===== src/design/chu_pkg.sv =====
`default_nettype none

package chu_pkg;

    localparam logic [7:0] CARET = 8'h5E;
    localparam int unsigned MAX_RES = 3;

    typedef enum logic [1:0]
    {
        PH_IDLE  = 2'd0,
        PH_CARET = 2'd1,
        PH_DIGIT = 2'd2
    } phase_t;

    typedef logic [1:0] res_cnt_t;

    typedef struct packed
    {
        logic [7:0] data;
        logic       last_of_item;
        logic       record_end;
    } res_t;

    typedef struct packed
    {
        res_cnt_t           cnt;
        res_t [MAX_RES-1:0] ent;
    } burst_t;

    function automatic logic hex_ok(input logic [7:0] c);
        logic r;
        begin
            r = ((c >= 8'h30) && (c <= 8'h39)) ||
                ((c >= 8'h41) && (c <= 8'h46)) ||
                ((c >= 8'h61) && (c <= 8'h66));
            return r;
        end
    endfunction

    function automatic logic [3:0] hex_val(input logic [7:0] c);
        logic [3:0] r;
        begin
            if (c <= 8'h39)
            begin
                r = c[3:0];
            end
            else
            begin
                r = c[3:0] + 4'd9;
            end
            return r;
        end
    endfunction

endpackage

`default_nettype wire


===== src/design/chu_decode.sv =====
`default_nettype none

module chu_decode
(
    input  wire logic          clk,
    input  wire logic          rst_n,
    input  wire logic          adv,
    input  wire logic [7:0]    in_byte,
    input  wire logic          in_end,
    output chu_pkg::burst_t    burst
);
    import chu_pkg::*;

    phase_t     phase_reg;
    phase_t     phase_next;
    logic [7:0] held_reg;
    logic [7:0] held_next;
    res_cnt_t   cnt;
    logic [7:0] b0;
    logic [7:0] b1;
    logic [7:0] b2;

    // escape phase and held byte
    always_ff @(posedge clk or negedge rst_n)
    begin
        if (!rst_n)
        begin
            phase_reg <= PH_IDLE;
            held_reg  <= 8'h00;
        end
        else if (adv)
        begin
            phase_reg <= phase_next;
            held_reg  <= held_next;
        end
    end

    always_comb
    begin
        phase_next = PH_IDLE;
        held_next  = held_reg;
        cnt        = 2'd0;
        b0         = in_byte;
        b1         = in_byte;
        b2         = in_byte;
        unique case (phase_reg)
            PH_CARET:
            begin
                if (in_byte == CARET)
                begin
                    cnt = 2'd1;
                    b0  = CARET;
                end
                else if (in_end)
                begin
                    cnt = 2'd2;
                    b0  = CARET;
                    b1  = in_byte;
                end
                else
                begin
                    held_next  = in_byte;
                    phase_next = PH_DIGIT;
                end
            end
            PH_DIGIT:
            begin
                if (hex_ok(held_reg) && hex_ok(in_byte))
                begin
                    cnt = 2'd1;
                    b0  = {hex_val(held_reg), hex_val(in_byte)};
                end
                else
                begin
                    cnt = 2'd3;
                    b0  = CARET;
                    b1  = held_reg;
                    b2  = in_byte;
                end
            end
            default:
            begin
                if ((in_byte == CARET) && !in_end)
                begin
                    phase_next = PH_CARET;
                end
                else
                begin
                    cnt = 2'd1;
                    b0  = in_byte;
                end
            end
        endcase
    end

    always_comb
    begin
        burst.cnt         = cnt;
        burst.ent[0].data = b0;
        burst.ent[1].data = b1;
        burst.ent[2].data = b2;
        for (int i = 0; i < MAX_RES; i++)
        begin
            burst.ent[i].last_of_item = (cnt == res_cnt_t'(i + 1));
            burst.ent[i].record_end   = (cnt == res_cnt_t'(i + 1)) && in_end;
        end
    end

endmodule

`default_nettype wire


===== src/design/chu_burst.sv =====
`default_nettype none

module chu_burst
(
    input  wire logic            clk,
    input  wire logic            rst_n,
    input  wire logic            load,
    input  wire chu_pkg::burst_t burst,
    output logic                 free,
    output logic                 m_tvalid,
    input  wire logic            m_tready,
    output logic [7:0]           m_tdata,
    output logic                 m_tuser,
    output logic                 m_tlast
);
    import chu_pkg::*;

    res_cnt_t           cnt_reg;
    res_cnt_t           cnt_next;
    res_t [MAX_RES-1:0] ent_reg;
    res_t [MAX_RES-1:0] ent_next;
    logic               take;

    assign take     = (cnt_reg != 2'd0) && m_tready;
    assign free     = (cnt_reg == 2'd0) || ((cnt_reg == 2'd1) && m_tready);
    assign m_tvalid = (cnt_reg != 2'd0);
    assign m_tdata  = ent_reg[0].data;
    assign m_tuser  = ent_reg[0].last_of_item;
    assign m_tlast  = ent_reg[0].record_end;

    always_comb
    begin
        cnt_next = cnt_reg;
        ent_next = ent_reg;
        if (load)
        begin
            cnt_next = burst.cnt;
            ent_next = burst.ent;
        end
        else if (take)
        begin
            cnt_next   = cnt_reg - 2'd1;
            ent_next[0] = ent_reg[1];
            ent_next[1] = ent_reg[2];
        end
    end

    always_ff @(posedge clk or negedge rst_n)
    begin
        if (!rst_n)
        begin
            cnt_reg <= 2'd0;
        end
        else
        begin
            cnt_reg <= cnt_next;
        end
    end

    // pending beats, head in entry 0
    always_ff @(posedge clk)
    begin
        ent_reg <= ent_next;
    end

endmodule

`default_nettype wire


===== src/design/caret_hex_unescape.sv =====
// path: an accepted input beat is registered, then decoded and loaded into the burst buffer once it is free
// throughput: one input beat per cycle while each gives at most one result and m_tready is high;
//   a beat giving more results holds the input side until the burst buffer is sending its last one
// reset: rst_n asynchronous, active low; clears escape phase, held byte and
//   all valid flags, the block is ready to take input on release
`default_nettype none

module caret_hex_unescape
(
    input  wire logic       clk,
    input  wire logic       rst_n,
    input  wire logic       s_tvalid,
    output logic            s_tready,
    input  wire logic [7:0] s_tdata,   // in_byte
    input  wire logic       s_tlast,   // in_record_end
    output logic            m_tvalid,
    input  wire logic       m_tready,
    output logic [7:0]      m_tdata,   // out_byte
    output logic            m_tuser,   // out_last_of_item
    output logic            m_tlast    // out_record_end
);
    import chu_pkg::*;

    logic       in_valid_reg;
    logic [7:0] in_byte_reg;
    logic       in_end_reg;
    logic       free;
    logic       adv;
    burst_t     burst;

    assign adv      = in_valid_reg && free;
    assign s_tready = !in_valid_reg || free;

    always_ff @(posedge clk or negedge rst_n)
    begin
        if (!rst_n)
        begin
            in_valid_reg <= 1'b0;
        end
        else if (s_tready)
        begin
            in_valid_reg <= s_tvalid;
        end
    end

    always_ff @(posedge clk)
    begin
        if (s_tready && s_tvalid)
        begin
            in_byte_reg <= s_tdata;
            in_end_reg  <= s_tlast;
        end
    end

    chu_decode u_decode
    (
        .clk     (clk),
        .rst_n   (rst_n),
        .adv     (adv),
        .in_byte (in_byte_reg),
        .in_end  (in_end_reg),
        .burst   (burst)
    );

    chu_burst u_burst
    (
        .clk      (clk),
        .rst_n    (rst_n),
        .load     (adv),
        .burst    (burst),
        .free     (free),
        .m_tvalid (m_tvalid),
        .m_tready (m_tready),
        .m_tdata  (m_tdata),
        .m_tuser  (m_tuser),
        .m_tlast  (m_tlast)
    );

endmodule

`default_nettype wire


===== config.mk =====
export PLATFORM = sky130hd
export DESIGN_NAME = caret_hex_unescape
export DESIGN_NICKNAME = d
export VERILOG_FILES = /design/src/design/chu_pkg.sv /design/src/design/chu_decode.sv /design/src/design/chu_burst.sv /design/src/design/caret_hex_unescape.sv
export SDC_FILE = /design/constraint.sdc
export NUM_CORES = 1
export LEC_CHECK = 0
export BUFFER_PORTS_ARGS = -buffer_cell sky130_fd_sc_hd__buf_2
export CORE_ASPECT_RATIO = 0.9
export CORE_MARGIN = 1
export CORE_UTILIZATION = 60
export DETAILED_ROUTE_END_ITERATION = 10
export PLACE_DENSITY = 0.92
export SYNTH_ARGS = -nofsm -noshare
export SYNTH_HDL_FRONTEND = slang
export SYNTH_HIERARCHICAL = 1
export SYNTH_SLANG_ARGS = --single-unit

===== constraint.sdc =====
create_clock -name clk -period 2.97 [get_ports clk]
set_input_delay 0.1485 -clock clk [delete_from_list [all_inputs] [get_ports clk]]
set_output_delay 0.1485 -clock clk [all_outputs]
set_load 0.01 [all_outputs]

## Word-level counts from Yosys, hierarchy flattened

Cells that the tools add are included.
W data, S select, Z words.

- Register bits after elaboration: 52
- Input bits: 13
- Output and inout port bits: 12
- Word-level logic and storage cells: 87

- Add/sub/neg operators: 3
- $lt $le $gt $ge: 12
- Eq/ne operators: 7
- Mux-type cells: 21
- Bitwise logic cells: 2
- Reductions and logical operators: 27

Operators by type and width:

| operator | count |
|---|---|
| $mux W20 | 2 |
| $mux W8 | 5 |
| $ge A8 B7 Y1 const B | 4 |
| $le A8 B7 Y1 const B | 4 |
| $ge A8 B6 Y1 const B | 2 |
| $le A8 B6 Y1 const B | 2 |
| $pmux W8 S2 | 1 |
| $logic_and A1 B1 Y1 | 15 |
| $mux W2 | 7 |
| $add A4 B4 Y4 const B | 2 |
| $eq A8 B7 Y1 const B | 1 |
| $mux W4 | 2 |
| $pmux W2 S2 | 2 |
| $eq A2 B1 Y1 const B | 3 |
| $eq A2 B2 Y1 const B | 3 |
| $logic_or A1 B1 Y1 | 6 |
| $reduce_and A4 Y1 | 1 |
| $reduce_bool A2 Y1 | 2 |
| $logic_not A1 Y1 | 2 |
| $logic_not A2 Y1 | 1 |
| $mux W1 | 2 |
| $not A1 Y1 | 2 |
| $sub A2 B1 Y2 const B | 1 |

## Logic depth before layout (Yosys ltp)

- Depth in word-level cells: 10
- Depth in mapped cells: 9

## Hierarchy

The synthesis kept the hierarchy.

Modules (own cells, without submodules):

| module | instances | cells an instance | area an instance (sq um) | seq. area each (sq um) |
|---|---|---|---|---|
| chu_decode | 1 | 163 | 1407.6 | 250.2 |
| chu_burst | 1 | 79 | 1368.8 | 950.9 |
| caret_hex_unescape | 1 | 14 | 330.3 | 295.3 |

## Least setup slack after synthesis

OpenSTA, ideal clock, no wires.

- Kind: reg2reg
- From: register in_byte_reg[1]
- To: register u_burst/ent_reg[18] (netlist bit), data pin
- Library setup time: 260 ps
- Data arrival time: 2333 ps
- Required time: 2710 ps
- Path slack: 377 ps
- Cell stages (with the launch flop): 9
- Buffers on the path: 0
- Clock period less this slack: 2593 ps
- Cell sequence: edfxtp_1 > inv_1 > ha_1 > or4b_1 > a31o_1 > nand3_2 > o21a_1 > mux2_1 > mux2_2

RTL lines:

| element | RTL line | RTL |
|---|---|---|
| start: declaration | caret_hex_unescape.sv:25 | `logic [7:0] in_byte_reg;` |
| start signal: assignment | caret_hex_unescape.sv:50 | `in_byte_reg <= s_tdata;` |
| end signal: assignment | chu_burst.sv:63 | `ent_reg <= ent_next;` |
| end: declaration | chu_burst.sv:20 | `res_t [MAX_RES-1:0] ent_reg;` |

==> metrics.yaml <==
final_layout:
  design_area_sq_mm: 0.00331
  area_growth_pct: 6.44
  finalNonFillerCells: 335
  utilization_pct: 67.1
  multi_input_area_sq_mm: 0.00139
  final_nets: 294
  nFillCells: 382
  diodes: 0
  drive_gt1_share_pct: 30.4
  seq_area_sq_mm: 0.00150
  largest_reg_flops: 20
timing:
  slew_violations: 0
  finalSetupViolCount: 0
  fin_hold_ws_ns: 0.0207
  post-route-min-period_ns: 2.79
  fin_worst_skew_ns: 0.00951
  tns_ns: 0
  rsz0062_at_grt: "false"
  hold_viol: 0
  fmax_mhz: 358
  worst_slew_pin_slew_ns: 0.663
  finalCritPeriodShare_pct: 94.1
  setup_slack_ns: 0.177
  relSlewSlack_pct: 55.7
global_routing:
  grt_pass1_wl_mm: 10.0
  grt_overflow_total: 0
  grt_pass1_vias: 1953
  antenna_found_initial: 0
  gr-usage-all-layers_pct: 24.8
  grt_max_degree: 42
clock_tree:
  numCtsBuffers: 5
  clock_latency_ns: 0.30
  cts_tree: "yes"
  path_clk_slew_ns: 0.09
  clock-root-buffer: "clkbuf_8"
  clkSinkCount: 52
  htree_levels: 2
  cts.path.max_buffers: 2
die:
  initial_utilization_pct: 63.1
  ios: 25
  die_w_microns: 77.9
  die_h_microns: 70.3
  num_rows: 24
  core_area_sq_mm: 0.00492
  die_area_sq_mm: 0.00547
setup_path:
  rr_worst_depth: 8
  worst_setup_path_start_kind: "flip-flop"
  cp.required_ns: 3.02
  end_kind: "flip-flop"
  crit_type: "flip-flop to flip-flop"
  critPathMaxFanout: 8
  cp.arrival_ns: 2.85
place:
  numPortBuffers: 24
  dp_hpwl_mm: 4.32
  place_inst: 324
  place_area_sq_mm: 0.00318
  pre_cts_ws_ns: 0.197
  routabilityCongestion: 0.911
job:
  maxCapViolCount: 0
power_and_ir_drop:
  finalPower_mw: 3.02
  peakVddDrop_v: 0.000542
  leakage_nw: 1.33
  p_per_area_mw_per_mm2: 914
yosys:
  async_flop_share_pct: 25.0
  synth_cell_types: 61
  yosysSeqAreaShare_pct: 48.2
  syn-num-nets: 281
  syn_area_per_cell_sq_um: 12.1
  synth_warnings: 6
  synthFlopType: "edfxtp_1"
  netlist_instances: 256
  synth-seq-cells: 52
  syn_area_sq_mm: 0.00311
  synth-edff-count: 39
detailed_routing:
  drcViolationCount: 0
  ant_nets: 0
  drt-total-wl_mm: 6.23
  drt_iter0_markers: 418
  drt_first_pass_iters: 5
  via_count: 2092
  viasPerCell: 6.24
  post_drt_wl_per_cell_microns: 18.6
worst_hold_path:
  hold_depth: 1
  hold_path.class: "input port to flip-flop"
run_status:
  status: "complete, no violations"
## metal layers
metal  vias to the layer above  GRT usage, %  share of wire (%)
met5                         -             0                  0
met4                         0          7.76                1.4
met3                        11          3.92                6.3
met2                       101          38.9                 48
met1                      1021          35.2                 44
li1                        959             -                  -
## report_power, final
group | total (mW) | internal (mW) | switching, mW
registers | 1.39 | 1.20 | 0.196
clock network | 0.476 | 0.252 | 0.224
logic | 1.15 | 0.541 | 0.614
## critical path: stages, from the launching register on
cell      delay [ns]
edfxtp_1        0.49
inv_1           0.15
ha_1            0.25
or4b_1          0.47
a31o_1          0.24
nand3_2         0.13
o21a_1          0.22
mux2_1          0.33
mux2_2          0.26
## final timing paths
kind                                                from                           endpoint  slack (ns)
worst min-delay path                          s_tdata[2]           in_byte_reg[2]$_DFFE_PP_        0.02
max in group asynchronous                          rst_n   u_decode/held_reg[3]$_DFFE_PN0P_        2.45
worst max-delay path            in_byte_reg[0]$_DFFE_PP_      u_burst/ent_reg[19]$_DFFE_PP_        0.18
min in group asynchronous                          rst_n  u_decode/phase_reg[0]$_DFFE_PN0P_        0.27
worst max register to register  in_byte_reg[0]$_DFFE_PP_      u_burst/ent_reg[19]$_DFFE_PP_        0.18
worst min register to register  in_valid_reg$_DFFE_PN0P_           in_valid_reg$_DFFE_PN0P_        0.54
## layout by cell type (no fill, tap or decap), types with 7 or more instances in the layout
cell type  Yosys  routed
mux2_4        10      10
edfxtp_1      39      39
ha_1          12      12
a21oi_1        8       8
inv_1         11      11
mux2_2        20      20
nand2_1       12      12
buf_4         17       8
nor3_1         7       7
o21ai_0        8       8
buf_2          4      24
dfrtp_1       13      13
nor2_1        12      12
## cells in the mapped netlist (all sizes together) (5+ instances only)
cell | n | area [sq um]
nor2 | 12 | 45.0
mux2 | 32 | 398
o21ai | 11 | 70.1
ha | 12 | 150
nand2 | 13 | 65.1
buf | 22 | 159
nor3 | 7 | 35.0
a21oi | 8 | 40.0
inv | 11 | 41.3
clkbuf | 5 | 18.8
edfxtp | 39 | 1170
o22ai | 5 | 37.5
mux2i | 6 | 60.1
dfrtp | 13 | 325
## area by class of cell
| class | count | area share [%] |
|---|---|---|
| clock buffers | 7 | 2.31 |
| clock inverters | 1 | 0.908 |
| inverters | 12 | 1.36 |
| multi-input cells | 165 | 42.0 |
| flip-flops and latches | 52 | 45.3 |
| well taps | 65 | 2.46 |
| repair buffers | 33 | 5.75 |
## repair_timing
action | 4_1_cts | 5_1_grt
hold buffers | 1 | 0
setup buffers | 0 | 2
endpoints found under the setup margin | 0 | 2
resized for setup | 0 | 0
hold endpoints to repair | 13 | 0
## cell families after synthesis
family / after synthesis / share of synthesized area [%]
AOI/OAI and AO/OA: 48 / 11.9
xor gates and xnor gates: 1 / 0.282
adders and majority gates: 12 / 4.83
buffers and inverters: 39 / 7.17
DFF: 52 / 48.2
muxes: 38 / 14.7
and+or+nand+nor: 66 / 12.9
Note: power is estimated with default switching activity, not from simulation.
